--- config.mk ---
export PLATFORM = sky130hd
export DESIGN_NAME = rtp_header_parser_flat
export DESIGN_NICKNAME = d
export VERILOG_FILES = /design/src/rtl/rhp_pkg.sv /design/src/rtl/rhp_in_if.sv /design/src/rtl/rhp_out_if.sv /design/src/rtl/rhp_front.sv /design/src/rtl/rhp_queue.sv /design/src/rtl/rhp_back.sv /design/src/rtl/rtp_header_parser.sv /design/src/flat_wrapper.sv
export SDC_FILE = /design/constraint.sdc
export NUM_CORES = 1
export LEC_CHECK = 0
export BUFFER_PORTS_ARGS = -buffer_cell sky130_fd_sc_hd__buf_2
export CAP_MARGIN = 20
export CORE_UTILIZATION = 45
export DETAILED_ROUTE_END_ITERATION = 12
export PLACE_DENSITY = 0.67
export SYNTH_ARGS = -nofsm -noshare
export SYNTH_HDL_FRONTEND = slang
export SYNTH_SLANG_ARGS = --single-unit
--- constraint.sdc ---
create_clock -name i_clk -period 25.9 [get_ports i_clk]
set_input_delay 5.18 -clock i_clk [delete_from_list [all_inputs] [get_ports i_clk]]
set_output_delay 5.18 -clock i_clk [all_outputs]
set_load 0.05 [all_outputs]
--- src/rtl/rhp_pkg.sv ---
package rhp_pkg;

    localparam int Q_DEPTH   = 4;
    localparam int Q_AW      = $clog2(Q_DEPTH);
    localparam int CFG_IDX_W = 2;
    localparam int CFG_W     = 16;

    localparam logic [15:0] DEF_MAX_LEN     = 16'd2000;
    localparam logic [15:0] DEF_EXT_PROFILE = 16'h4857;
    localparam logic [15:0] MIN_PKT_LEN     = 16'd12;
    localparam logic [15:0] MAX_COUNT       = 16'hFFFF;
    localparam logic [6:0]  FIXED_LEN       = 7'd12;
    localparam logic [1:0]  RTP_VERSION     = 2'd2;

    typedef enum logic [CFG_IDX_W-1:0] {
        CFG_MAX_LEN        = 2'd0,
        CFG_EXT_PROFILE    = 2'd1,
        CFG_EXT_SIZE_FILL  = 2'd2,
        CFG_EXT_SIZE_MULTI = 2'd3
    } t_cfg_idx;

    typedef enum logic [2:0] {
        ST_OK             = 3'd0,
        ST_SHORT          = 3'd1,
        ST_LONG           = 3'd2,
        ST_SHORT_CSRC     = 3'd3,
        ST_BAD_VERSION    = 3'd4,
        ST_SHORT_EXT_HDR  = 3'd5,
        ST_SHORT_EXT_DATA = 3'd6
    } t_status;

    typedef enum logic [1:0] {
        EXT_NONE    = 2'd0,
        EXT_PROFILE = 2'd1,
        EXT_FILL    = 2'd2,
        EXT_MULTI   = 2'd3
    } t_ext_kind;

    typedef struct packed {
        logic [15:0] max_packet_len;
        logic [15:0] ext_profile_id;
        logic [15:0] ext_size_fill;
        logic [15:0] ext_size_multi;
    } t_cfg;

    // everything the verdict needs, captured over one packet
    typedef struct packed {
        logic [15:0] len;
        logic [7:0]  b0;
        logic [7:0]  b1;
        logic [6:0]  fhl;
        logic [15:0] seq;
        logic [31:0] stamp;
        logic [31:0] ssrc;
        logic [15:0] ext_prof;
        logic [15:0] ext_words;
        logic [7:0]  pad;
    } t_pkt_sum;

    typedef struct packed {
        t_status     status;
        logic [15:0] head_len;
        logic [15:0] packet_len;
        logic [6:0]  fixed_head_len;
        logic [15:0] seq_number;
        logic [31:0] time_stamp;
        logic [6:0]  payload_type;
        logic        marker_bit;
        logic [31:0] sync_source;
        t_ext_kind   ext_kind;
        logic        padding_bad;
    } t_hdr_res;

    typedef struct packed {
        logic            empty;
        logic            full;
        logic [Q_AW:0]   count;
    } t_q_stat;

endpackage

--- src/rtl/rhp_in_if.sv ---
interface rhp_in_if;
    logic       valid;
    logic       ready;
    logic [7:0] data_byte;
    logic       last_byte;

    modport source(output valid, output data_byte, output last_byte, input ready);
    modport sink(input valid, input data_byte, input last_byte, output ready);
endinterface

--- src/rtl/rhp_out_if.sv ---
interface rhp_out_if;
    logic        valid;
    logic        ready;
    logic [2:0]  status;
    logic [15:0] head_len;
    logic [15:0] packet_len;
    logic [6:0]  fixed_head_len;
    logic [15:0] seq_number;
    logic [31:0] time_stamp;
    logic [6:0]  payload_type;
    logic        marker_bit;
    logic [31:0] sync_source;
    logic [1:0]  ext_kind;
    logic        padding_bad;

    modport source(
        output valid, output status, output head_len, output packet_len,
        output fixed_head_len, output seq_number, output time_stamp,
        output payload_type, output marker_bit, output sync_source,
        output ext_kind, output padding_bad, input ready
    );
    modport sink(
        input valid, input status, input head_len, input packet_len,
        input fixed_head_len, input seq_number, input time_stamp,
        input payload_type, input marker_bit, input sync_source,
        input ext_kind, input padding_bad, output ready
    );
endinterface

--- src/rtl/rhp_front.sv ---
module rhp_front (
    input  logic              i_clk,
    input  logic              i_rst_n,
    rhp_in_if.sink            i_pkt,
    input  logic              i_q_full,
    output logic              o_push,
    output rhp_pkg::t_pkt_sum o_sum
);
    import rhp_pkg::*;

    logic [15:0] r_byte_count, n_byte_count;
    logic [15:0] r_first, n_first;
    logic [15:0] r_seq, n_seq;
    logic [31:0] r_stamp, n_stamp;
    logic [31:0] r_ssrc, n_ssrc;
    logic [15:0] r_ext_prof, n_ext_prof;
    logic [15:0] r_ext_words, n_ext_words;

    logic        accept;
    logic [7:0]  b;
    logic [15:0] pos;
    logic [3:0]  cc;
    logic [6:0]  fhl;
    logic [15:0] fhl16;

    assign i_pkt.ready = !i_q_full;
    assign accept      = i_pkt.valid && !i_q_full;
    assign b           = i_pkt.data_byte;
    assign pos         = r_byte_count;

    always_comb begin
        // csrc count comes from the byte in flight when it is byte 0
        cc    = (pos == 16'd0) ? b[3:0] : r_first[11:8];
        fhl   = FIXED_LEN + {1'b0, cc, 2'b00};
        fhl16 = {9'd0, fhl};

        n_first     = r_first;
        n_seq       = r_seq;
        n_stamp     = r_stamp;
        n_ssrc      = r_ssrc;
        n_ext_prof  = r_ext_prof;
        n_ext_words = r_ext_words;

        priority if (pos == 16'd0) begin
            n_first = {b, r_first[7:0]};
        end else if (pos == 16'd1) begin
            n_first = {r_first[15:8], b};
        end else if (pos < 16'd4) begin
            n_seq = {r_seq[7:0], b};
        end else if (pos < 16'd8) begin
            n_stamp = {r_stamp[23:0], b};
        end else if (pos < 16'd12) begin
            n_ssrc = {r_ssrc[23:0], b};
        end else begin
        end

        priority if (pos >= fhl16 && pos < fhl16 + 16'd2) begin
            n_ext_prof = {r_ext_prof[7:0], b};
        end else if (pos >= fhl16 + 16'd2 && pos < fhl16 + 16'd4) begin
            n_ext_words = {r_ext_words[7:0], b};
        end else begin
        end

        n_byte_count = (pos != MAX_COUNT) ? pos + 16'd1 : pos;
    end

    assign o_push = accept && i_pkt.last_byte;

    always_comb begin
        o_sum.len       = n_byte_count;
        o_sum.b0        = n_first[15:8];
        o_sum.b1        = n_first[7:0];
        o_sum.fhl       = fhl;
        o_sum.seq       = n_seq;
        o_sum.stamp     = n_stamp;
        o_sum.ssrc      = n_ssrc;
        o_sum.ext_prof  = n_ext_prof;
        o_sum.ext_words = n_ext_words;
        o_sum.pad       = b;
    end

    always_ff @(posedge i_clk) begin
        if (!i_rst_n || o_push) begin
            r_byte_count <= '0;
            r_first      <= '0;
            r_seq        <= '0;
            r_stamp      <= '0;
            r_ssrc       <= '0;
            r_ext_prof   <= '0;
            r_ext_words  <= '0;
        end else if (accept) begin
            r_byte_count <= n_byte_count;
            r_first      <= n_first;
            r_seq        <= n_seq;
            r_stamp      <= n_stamp;
            r_ssrc       <= n_ssrc;
            r_ext_prof   <= n_ext_prof;
            r_ext_words  <= n_ext_words;
        end
    end

endmodule

--- src/rtl/rhp_queue.sv ---
module rhp_queue (
    input  logic              i_clk,
    input  logic              i_rst_n,
    input  logic              i_push,
    input  rhp_pkg::t_pkt_sum i_data,
    input  logic              i_pop,
    output rhp_pkg::t_pkt_sum o_data,
    output rhp_pkg::t_q_stat  o_stat
);
    import rhp_pkg::*;

    t_pkt_sum          r_mem [Q_DEPTH];
    logic [Q_AW-1:0]   r_wr_ptr;
    logic [Q_AW-1:0]   r_rd_ptr;
    logic [Q_AW:0]     r_count;
    logic              do_push;
    logic              do_pop;

    assign o_stat.count = r_count;
    assign o_stat.empty = (r_count == '0);
    assign o_stat.full  = (r_count == (Q_AW + 1)'(Q_DEPTH));
    assign o_data       = r_mem[r_rd_ptr];

    assign do_push = i_push && !o_stat.full;
    assign do_pop  = i_pop && !o_stat.empty;

    always_ff @(posedge i_clk) begin
        if (do_push) begin
            r_mem[r_wr_ptr] <= i_data;
        end
    end

    always_ff @(posedge i_clk) begin
        if (!i_rst_n) begin
            r_wr_ptr <= '0;
            r_rd_ptr <= '0;
            r_count  <= '0;
        end else begin
            if (do_push) begin
                r_wr_ptr <= r_wr_ptr + 1'b1;
            end
            if (do_pop) begin
                r_rd_ptr <= r_rd_ptr + 1'b1;
            end
            unique case ({do_push, do_pop})
                2'b10:   r_count <= r_count + 1'b1;
                2'b01:   r_count <= r_count - 1'b1;
                default: r_count <= r_count;
            endcase
        end
    end

endmodule

--- src/rtl/rhp_back.sv ---
module rhp_back (
    input  logic              i_clk,
    input  logic              i_rst_n,
    input  rhp_pkg::t_cfg     i_cfg,
    input  rhp_pkg::t_pkt_sum i_sum,
    input  logic              i_q_empty,
    output logic              o_pop,
    rhp_out_if.source         o_hdr
);
    import rhp_pkg::*;

    logic      r_valid;
    t_hdr_res  r_res;
    t_hdr_res  res;

    logic [18:0] len19;
    logic [18:0] head19;
    logic [17:0] body;
    logic [15:0] ext_hdr_end;
    logic [15:0] plen;
    logic        padbad;
    t_ext_kind   kind;
    t_status     status;

    assign o_pop = !i_q_empty && (!r_valid || o_hdr.ready);

    always_comb begin
        len19       = {3'd0, i_sum.len};
        body        = {i_sum.ext_words, 2'b00};
        head19      = {12'd0, i_sum.fhl} + 19'd4 + {1'b0, body};
        ext_hdr_end = {9'd0, i_sum.fhl} + 16'd4;

        // padding count is honored only when it leaves something behind
        plen   = i_sum.len;
        padbad = 1'b0;
        if (i_sum.b0[5]) begin
            if (i_sum.len > {8'd0, i_sum.pad}) begin
                plen = i_sum.len - {8'd0, i_sum.pad};
            end else begin
                padbad = 1'b1;
            end
        end

        kind = EXT_NONE;
        if (i_sum.ext_prof == i_cfg.ext_profile_id) begin
            priority if (body == {2'b00, i_cfg.ext_size_fill}) begin
                kind = EXT_FILL;
            end else if (body == {2'b00, i_cfg.ext_size_multi}) begin
                kind = EXT_MULTI;
            end else begin
                kind = EXT_PROFILE;
            end
        end

        priority if (i_sum.len < MIN_PKT_LEN) begin
            status = ST_SHORT;
        end else if (i_sum.len > i_cfg.max_packet_len) begin
            status = ST_LONG;
        end else if (i_sum.len < {9'd0, i_sum.fhl}) begin
            status = ST_SHORT_CSRC;
        end else if (i_sum.b0[7:6] != RTP_VERSION) begin
            status = ST_BAD_VERSION;
        end else if (i_sum.b0[4] && i_sum.len < ext_hdr_end) begin
            status = ST_SHORT_EXT_HDR;
        end else if (i_sum.b0[4] && len19 < head19) begin
            status = ST_SHORT_EXT_DATA;
        end else begin
            status = ST_OK;
        end

        res = '0;
        res.status = status;
        if (status == ST_OK) begin
            res.head_len       = i_sum.b0[4] ? head19[15:0] : {9'd0, i_sum.fhl};
            res.packet_len     = plen;
            res.fixed_head_len = i_sum.fhl;
            res.seq_number     = i_sum.seq;
            res.time_stamp     = i_sum.stamp;
            res.payload_type   = i_sum.b1[6:0];
            res.marker_bit     = i_sum.b1[7];
            res.sync_source    = i_sum.ssrc;
            res.ext_kind       = i_sum.b0[4] ? kind : EXT_NONE;
            res.padding_bad    = padbad;
        end
    end

    always_ff @(posedge i_clk) begin
        if (!i_rst_n) begin
            r_valid <= 1'b0;
        end else if (!r_valid || o_hdr.ready) begin
            r_valid <= !i_q_empty;
        end
    end

    always_ff @(posedge i_clk) begin
        if (o_pop) begin
            r_res <= res;
        end
    end

    assign o_hdr.valid          = r_valid;
    assign o_hdr.status         = r_res.status;
    assign o_hdr.head_len       = r_res.head_len;
    assign o_hdr.packet_len     = r_res.packet_len;
    assign o_hdr.fixed_head_len = r_res.fixed_head_len;
    assign o_hdr.seq_number     = r_res.seq_number;
    assign o_hdr.time_stamp     = r_res.time_stamp;
    assign o_hdr.payload_type   = r_res.payload_type;
    assign o_hdr.marker_bit     = r_res.marker_bit;
    assign o_hdr.sync_source    = r_res.sync_source;
    assign o_hdr.ext_kind       = r_res.ext_kind;
    assign o_hdr.padding_bad    = r_res.padding_bad;

endmodule

--- src/rtl/rtp_header_parser.sv ---
// rtp header parser
// i_pkt carries one rtp packet, one byte per beat in wire order, with
// last_byte high on the final beat. o_hdr carries one verdict per packet:
// status plus the decoded header fields, all fields zero on a failure.
// i_cfg_we/i_cfg_idx/i_cfg_data write the four settings registers
// (max length, extension profile id, fill and multi body sizes); write them
// only while no packet is in flight.
// throughput: one byte per cycle while the summary queue is not full, back to
// back; packets may follow each other with no gap. the front capture logic
// handles one byte per cycle whenever i_pkt.ready is high. the summary enters
// the queue at the edge that takes the last byte, and the verdict stage loads
// its output register, raising o_hdr.valid, once that register is free or taken.
// a four-entry queue of packet summaries sits between capture and verdict,
// so capture keeps taking bytes while o_hdr is stalled; i_pkt.ready drops
// only once five verdicts are backed up (one held on o_hdr, four queued).
// reset: synchronous, active low; clears the capture state, the queue and
// the output valid, and loads the register defaults (2000, 0x4857, 0, 0)
module rtp_header_parser (
    input  logic                              i_clk,
    input  logic                              i_rst_n,
    rhp_in_if.sink                            i_pkt,
    rhp_out_if.source                         o_hdr,
    input  logic                              i_cfg_we,
    input  logic [rhp_pkg::CFG_IDX_W-1:0]     i_cfg_idx,
    input  logic [rhp_pkg::CFG_W-1:0]         i_cfg_data
);
    import rhp_pkg::*;

    t_cfg      r_cfg;
    t_pkt_sum  push_sum;
    t_pkt_sum  head_sum;
    t_q_stat   q_stat;
    logic      push;
    logic      pop;

    // settings registers
    always_ff @(posedge i_clk) begin
        if (!i_rst_n) begin
            r_cfg.max_packet_len <= DEF_MAX_LEN;
            r_cfg.ext_profile_id <= DEF_EXT_PROFILE;
            r_cfg.ext_size_fill  <= '0;
            r_cfg.ext_size_multi <= '0;
        end else if (i_cfg_we) begin
            unique case (t_cfg_idx'(i_cfg_idx))
                CFG_MAX_LEN:        r_cfg.max_packet_len <= i_cfg_data;
                CFG_EXT_PROFILE:    r_cfg.ext_profile_id <= i_cfg_data;
                CFG_EXT_SIZE_FILL:  r_cfg.ext_size_fill  <= i_cfg_data;
                CFG_EXT_SIZE_MULTI: r_cfg.ext_size_multi <= i_cfg_data;
            endcase
        end
    end

    // byte capture, pushes one summary on the last beat
    rhp_front u_front (
        .i_clk    (i_clk),
        .i_rst_n  (i_rst_n),
        .i_pkt    (i_pkt),
        .i_q_full (q_stat.full),
        .o_push   (push),
        .o_sum    (push_sum)
    );

    // summary queue decouples capture from the verdict stage
    rhp_queue u_queue (
        .i_clk   (i_clk),
        .i_rst_n (i_rst_n),
        .i_push  (push),
        .i_data  (push_sum),
        .i_pop   (pop),
        .o_data  (head_sum),
        .o_stat  (q_stat)
    );

    // checks and output register
    rhp_back u_back (
        .i_clk     (i_clk),
        .i_rst_n   (i_rst_n),
        .i_cfg     (r_cfg),
        .i_sum     (head_sum),
        .i_q_empty (q_stat.empty),
        .o_pop     (pop),
        .o_hdr     (o_hdr)
    );

`ifndef SYNTHESIS
    a_q_bound: assert property (@(posedge i_clk) disable iff (!i_rst_n)
        q_stat.count <= (Q_AW + 1)'(Q_DEPTH))
        else $error("summary queue count out of range");

    a_fail_zero: assert property (@(posedge i_clk) disable iff (!i_rst_n)
        (o_hdr.valid && o_hdr.status != ST_OK) |->
        (o_hdr.head_len == 16'd0 && o_hdr.packet_len == 16'd0 &&
         o_hdr.fixed_head_len == 7'd0 && o_hdr.ext_kind == EXT_NONE))
        else $error("failed verdict carries nonzero fields");

    a_ok_head: assert property (@(posedge i_clk) disable iff (!i_rst_n)
        (o_hdr.valid && o_hdr.status == ST_OK) |->
        ({9'd0, o_hdr.fixed_head_len} <= o_hdr.head_len &&
         o_hdr.fixed_head_len >= FIXED_LEN))
        else $error("header length below fixed header length");

    a_pop_when_ready: assert property (@(posedge i_clk) disable iff (!i_rst_n)
        (!q_stat.empty && !o_hdr.valid) |=> o_hdr.valid)
        else $error("pending verdict not presented");
`endif

endmodule

--- src/flat_wrapper.sv ---
// flat-port wrapper written by rule: the top's interface ports become plain ports
module rtp_header_parser_flat import rhp_pkg::*;
  (i_clk, i_rst_n, i_cfg_we, i_cfg_idx, i_cfg_data, i_pkt_valid, i_pkt_data_byte, i_pkt_last_byte, i_pkt_ready, o_hdr_valid, o_hdr_status, o_hdr_head_len, o_hdr_packet_len, o_hdr_fixed_head_len, o_hdr_seq_number, o_hdr_time_stamp, o_hdr_payload_type, o_hdr_marker_bit, o_hdr_sync_source, o_hdr_ext_kind, o_hdr_padding_bad, o_hdr_ready);
  rhp_in_if i_pkt_i ();
  rhp_out_if o_hdr_i ();
  input  logic i_clk;
  input  logic i_rst_n;
  input  logic i_cfg_we;
  input  logic [rhp_pkg::CFG_IDX_W-1:0] i_cfg_idx;
  input  logic [rhp_pkg::CFG_W-1:0] i_cfg_data;
  input wire logic [$bits(i_pkt_i.valid)-1:0] i_pkt_valid;
  input wire logic [$bits(i_pkt_i.data_byte)-1:0] i_pkt_data_byte;
  input wire logic [$bits(i_pkt_i.last_byte)-1:0] i_pkt_last_byte;
  output wire logic [$bits(i_pkt_i.ready)-1:0] i_pkt_ready;
  output wire logic [$bits(o_hdr_i.valid)-1:0] o_hdr_valid;
  output wire logic [$bits(o_hdr_i.status)-1:0] o_hdr_status;
  output wire logic [$bits(o_hdr_i.head_len)-1:0] o_hdr_head_len;
  output wire logic [$bits(o_hdr_i.packet_len)-1:0] o_hdr_packet_len;
  output wire logic [$bits(o_hdr_i.fixed_head_len)-1:0] o_hdr_fixed_head_len;
  output wire logic [$bits(o_hdr_i.seq_number)-1:0] o_hdr_seq_number;
  output wire logic [$bits(o_hdr_i.time_stamp)-1:0] o_hdr_time_stamp;
  output wire logic [$bits(o_hdr_i.payload_type)-1:0] o_hdr_payload_type;
  output wire logic [$bits(o_hdr_i.marker_bit)-1:0] o_hdr_marker_bit;
  output wire logic [$bits(o_hdr_i.sync_source)-1:0] o_hdr_sync_source;
  output wire logic [$bits(o_hdr_i.ext_kind)-1:0] o_hdr_ext_kind;
  output wire logic [$bits(o_hdr_i.padding_bad)-1:0] o_hdr_padding_bad;
  input wire logic [$bits(o_hdr_i.ready)-1:0] o_hdr_ready;
  assign i_pkt_i.valid = i_pkt_valid;
  assign i_pkt_i.data_byte = i_pkt_data_byte;
  assign i_pkt_i.last_byte = i_pkt_last_byte;
  assign i_pkt_ready = i_pkt_i.ready;
  assign o_hdr_valid = o_hdr_i.valid;
  assign o_hdr_status = o_hdr_i.status;
  assign o_hdr_head_len = o_hdr_i.head_len;
  assign o_hdr_packet_len = o_hdr_i.packet_len;
  assign o_hdr_fixed_head_len = o_hdr_i.fixed_head_len;
  assign o_hdr_seq_number = o_hdr_i.seq_number;
  assign o_hdr_time_stamp = o_hdr_i.time_stamp;
  assign o_hdr_payload_type = o_hdr_i.payload_type;
  assign o_hdr_marker_bit = o_hdr_i.marker_bit;
  assign o_hdr_sync_source = o_hdr_i.sync_source;
  assign o_hdr_ext_kind = o_hdr_i.ext_kind;
  assign o_hdr_padding_bad = o_hdr_i.padding_bad;
  assign o_hdr_i.ready = o_hdr_ready;
  rtp_header_parser u_core (.i_clk(i_clk), .i_rst_n(i_rst_n), .i_pkt(i_pkt_i), .o_hdr(o_hdr_i), .i_cfg_we(i_cfg_we), .i_cfg_idx(i_cfg_idx), .i_cfg_data(i_cfg_data));
endmodule
# ---- Word-level counts from Yosys, hierarchy flattened
# Memories as Yosys holds them, arrays and structs flattened. A register that Yosys moved wholly into a read port is not among the register bits.
# Index checks and enable logic that the tools add are counted.
dict set report totals {
  n_memories 1
  output_inout_bits 135
  ramBits 636
  reg_bits 349
  word_cells 133
  in_bits 32
}
dict set report op_classes {
  eq_ne 12
  reduce_logical 28
  n_lt_le_gt_ge 13
  n_addsub 12
  mux 36
  n_bitwise 3
}
# name depth word_bits rd rd_clocked_by_memory_dff wr line_no
set mem_list {}
lappend mem_list {u_core.u_queue.r_mem 4 159 1 1 1 rhp_queue.sv:12} ;# t_pkt_sum r_mem [Q_DEPTH];
# cell count
set ops {}
lappend ops {{$mux W32} 9}
lappend ops {{$mux W16} 10}
lappend ops {{$lt A16 B4 Y1 const B} 3}
lappend ops {{$eq A18 B16 Y1} 2}
lappend ops {{$lt A16 B8 Y1} 2}
lappend ops {{$add A7 B3 Y8 const B} 3}
lappend ops {{$add A8 B18 Y19} 1}
lappend ops {{$lt A16 B19 Y1} 1}
lappend ops {{$mux W3} 6}
lappend ops {{$add A16 B1 Y16 const B} 1}
lappend ops {{$eq A16 B1 Y1 const B} 1}
lappend ops {{$eq A16 B16 Y1} 1}
lappend ops {{$ge A16 B7 Y1} 1}
lappend ops {{$ge A16 B8 Y1} 1}
lappend ops {{$gt A16 B16 Y1} 1}
lappend ops {{$gt A16 B8 Y1} 1}
lappend ops {{$logic_not A16 Y1} 1}
lappend ops {{$lt A16 B16 Y1} 1}
lappend ops {{$lt A16 B3 Y1 const B} 1}
lappend ops {{$lt A16 B7 Y1} 1}
lappend ops {{$ne A16 B16 Y1 const B} 1}
lappend ops {{$sub A16 B8 Y16} 1}
lappend ops {{$reduce_and A2 Y1} 6}
lappend ops {{$logic_and A1 B1 Y1} 9}
lappend ops {{other kinds (23)} 39}

# ---- Depth between registers and ports, before layout
dict set report logic_depth {
  word_depth 13
  mapped_depth 25
}

# ---- Modules after synthesis
# From an unflattened synthesis, not the netlist that was laid out.
dict set report unflattened {
  hier_cells 2799
  hier_area_um2 42240.5
}
# module area_each_um2 cells_each instances
set modules_own_cells {}
lappend modules_own_cells {rhp_queue 23423.7 885 1}
lappend modules_own_cells {rhp_back 8579.5 760 1}
lappend modules_own_cells {rhp_front 7756.2 912 1}
lappend modules_own_cells {rtp_header_parser 2481.1 242 1}

# ---- Least setup slack after synthesis
# No wires, ideal clock.
dict set report synth_path {
  path_kind {input to register}
  startpoint {in o_hdr_ready}
  endpoint {reg u_core.u_queue.r_count[2]}
  path_stages 8
  path_buffers 0
  t_arrival_ns 13.550
  setup_slack_ns 12.274
  setup_ns 0.076
  path_cell_list {inv_1 > a21oi_1 > ha_1 > inv_1 > fa_1 > xor2_1 > or3_1 > a21boi_0}
}
dict set report synth_between {
  elab_chain_len 5
  word_cells_on_any_way 7
}
# element line_no
set synth_lines {}
lappend synth_lines {{start: declaration} flat_wrapper.sv:27} ;# input wire logic [$bits(o_hdr_i.ready)-1:0] o_hdr_ready;
lappend synth_lines {{$logic_or A1 B1 Y1 (*)} rhp_back.sv:25} ;# assign o_pop = !i_q_empty && (!r_valid || o_hdr.ready);
lappend synth_lines {{$logic_and A1 B1 Y1 (*)} rhp_back.sv:25}
lappend synth_lines {{net u_core.pop} rtp_header_parser.sv:34} ;# logic pop;
lappend synth_lines {{$logic_and A1 B1 Y1 (*)} rhp_queue.sv:25} ;# assign do_pop = i_pop && !o_stat.empty;
lappend synth_lines {{$eq A2 B1 Y1 / $eq A2 B2 Y1 (equally long branches)} rhp_queue.sv:45} ;# unique case ({do_push, do_pop})
lappend synth_lines {{$pmux W3 S2 / $reduce_bool A2 Y1 (equally long branches)} n/a}
lappend synth_lines {{end signal: assignment} rhp_queue.sv:46} ;# 2'b10: r_count <= r_count + 1'b1;
lappend synth_lines {{end signal: assignment} rhp_queue.sv:47} ;# 2'b01: r_count <= r_count - 1'b1;
lappend synth_lines {{end signal: assignment} rhp_queue.sv:48} ;# default: r_count <= r_count;
lappend synth_lines {{end: declaration} rhp_queue.sv:15} ;# logic [Q_AW:0] r_count;
# Mark *: on every way through the listed nets, which the timed path passes. The rest lies on a longest branch.
# A chain may end at the register's enable or synchronous reset.

==> impl_results.md <==
* Clock root buffer: clkbuf_16
* Critical Path Source Type: primary input
* CTS clock-pin slew for the worst setup and hold paths at 0.06 ns
* Die W at 299 µm
* Core area at 86900 µm²
* First-pass GRT wire length at 137000 µm
* CTS tree: yes
* Share of post-route cells with drive strength above 1 at 0.222
* Final min period at 8.69 ns
* Clock Skews at 0.0456 ns
* Vias at 22567
* Setup crit end kind: register
* Area leader, netlist: edfxtp_1
* Mapped Cells at 2654
* Ranking of synthesized cells by area: edfxtp_1 56%, dfxtp_1 11%, mux4_2 8.5%, nand2_1 3.7%, mux2_2 3.6%
* Synth top cells by count: 741 x edfxtp_1, 389 x nand2_1, 218 x dfxtp_1
* Final Hold Fails at 0
* Syn. warnings at 0
* HP Class: register to register
* Area delta synth->final at 13.6%
* Max Buffers Root-to-Sink at 3
* All-Layer GR Usage at 0.201
* IO Port Bufs at 162
* Initial antenna violation count at 2
* Worst ir drop on vdd at 0.0905 mV
* Worst Path Class, Setup: primary input to register
* Unrepaired setup endpoints after global routing: false
* Crit path max fanout at 18
* Pwr per Cell Area at 106 nW/µm²
* Fillers at 7042
* Syn Std Cell Area at 39600 µm²
* Largest net degree at the start of global routing at 77
* Diode count at 0
* Drt wl/cell at 22.4 µm
* Vias per cell at 5.57
* Post-synthesis sequential area ratio at 0.673
* Dpl cells at 3869
* Placement Rows at 108
* Yosys top cell area share at 0.562
* Total Wirelength at 90600 µm
* Max-cap violations at 0
* # hold bufs at CTS at 0
* Static leakage at 15.3 nW
* # DRC at 0
* Post-synth EDFFs at 741
* Setup bufs post-CTS at 0
* Vias in the first global route at 22661
* Post-CTS Resized at 0
* Die Span Y at 299 µm
* Synth Register Bits at 959
* Worst Path Required at 26.40 ns
* Fin Setup TNS at 0 ns
* Hold WS at 0.448 ns
* Synth unique cells at 64
* Grt total ovfl at 0
* Synth Area per Inst at 14.9 µm²
* Period Utilization, post-route at 0.335
* Critical path arrival at 9.19 ns
* Final nets at 2930
* CTS Sinks at 959
* Clock Latency Late Sink at 0.68 ns
* Non-Filler Instances at 4054
* Die Area at 89100 µm²
* Outcome: finished, final reports clean
* Finish-stage setup viols at 0
* Htree depth at 3
* Final count of pins violating max slew at 0
* Worst-margin pin slew at 1.11 ns
* DRT Pass-1 Iters at 5
* Num CTS Buffers at 97
* Share of synthesized registers carrying an async set or reset at 0
* Ys flop type: edfxtp_1
* Initial Utilization at 0.455
* Starting DRT DRC Count at 1821
* Fmax at 115 MHz
* Detailed placement HPWL at 55800 µm
* I/O pin count at 167
* GPL Wtd Cong at 0.874
* Slew headroom at 0.263
* Antenna violation net count after detailed routing at 0
* Dominant cell by count in the synthesized netlist: edfxtp_1
-- critical path, stage by stage --
cell,delay (ns)
buf_2,0.24
mux2i_1,0.64
ha_1,0.30
xor2_1,0.32
inv_1,0.08
ha_1,0.27
nand4b_1,0.20
o211ai_1,0.24
nor3_4,0.82
nand2_1,0.57
nand2_1,0.22
a21oi_1,0.09
-- through the flow --
step	total power, mW	util	instance area (µm²)	worst slack, ns
after floorplan	3.05	-	39600	12.27
after global placement	3.37	0.478	41600	16.61
after detailed placement	3.40	0.479	41600	16.58
after CTS	4.82	0.517	44900	17.21
after global routing	4.97	0.517	44900	16.86
final	4.78	0.517	44900	17.21
-- cell usage in the layout (no fill, tap or decap), drive strengths merged, types with 5 or more instances in the layout --
master,synthesis,final
nand2b,9,9
buf,45,199
mux2,125,125
clkbuf,96,132
o211ai,8,8
clkinv,0,40
a21o,8,8
mux4,150,150
edfxtp,741,741
or3,5,5
nor2b,95,95
a21oi,136,136
o21a,11,11
ha,81,81
o21ai,20,20
or2,7,7
dfxtp,218,218
nand4,22,22
nand2,389,389
a211oi,11,11
a21boi,56,56
inv,58,59
and2,12,12
nand3,33,33
bufinv,0,8
nor4,10,10
nor2,83,83
xnor2,63,63
mux2i,36,36
nor3,31,31
and3,10,10
xor2,32,32
-- routing by layer --
layer | wire length [µm] | GRT usage
met5 | 18 | 0
met2 | 43600 | 0.329
met4 | 1770 | 0.0490
met1 | 40500 | 0.284
met3 | 4800 | 0.0294
-- layout make-up --
type,count,area [µm²],area share
inverters,58,218,0.00484
repair buffers,199,1130,0.0252
multi-input cells,1499,12200,0.272
clock inverters,52,611,0.0136
flip-flops and latches,959,26600,0.592
clock buffers,132,2680,0.0597
well taps,1155,1450,0.0322
-- sequential cells by signal, summed over array words and instances, names as in the netlist, 32 cells and up, named ones only --
name and count:
u_core.u_queue.r_mem 612, u_core.r_cfg 64, u_core.u_back.o_hdr.sync_source 32, u_core.u_back.o_hdr.time_stamp 32
u_core.u_front.r_ssrc 32, u_core.u_front.r_stamp 32
-- logic make-up (layout without fill, tap and decap cells) --
| group | after synthesis | count (layout) | share of synthesized area |
|---|---|---|---|
| multiplexers | 311 | 311 | 0.130 |
| other | 1 | 4 | 0.0000948 |
| AO/OA/AOI/OAI | 278 | 278 | 0.0439 |
| adder cells (fa/ha/maj) | 84 | 84 | 0.0271 |
| flip-flops | 959 | 959 | 0.673 |
| XOR/XNOR | 95 | 95 | 0.0210 |
| buffers and inverters | 199 | 441 | 0.0208 |
| AND/OR/NAND/NOR | 727 | 727 | 0.0843 |
-- final timing paths --
check                           depth (start not counted)  slack (ns)                       from                               to
worst max-delay path                                   12       17.21         i_pkt_data_byte[0]    u_core.u_front.r_ext_prof[12]
worst min-delay path                                    2        0.45  u_core.u_front.r_ssrc[24]        u_core.u_front.r_ssrc[24]
worst max register to register                         17       18.66                   register  u_core.u_back.o_hdr.padding_bad
worst min register to register                          2        0.45  u_core.u_front.r_ssrc[24]        u_core.u_front.r_ssrc[24]
-- power breakdown --
group	internal [mW]	leakage [nW]	switching [mW]	total (mW)
combinational	0.439	5.05	0.982	1.42
sequential	1.87	8.69	0.0743	1.94
clock	0.816	1.59	0.601	1.42
total	3.12	15.3	1.66	4.78
No activity file was read; power rests on OpenSTA's default activity.
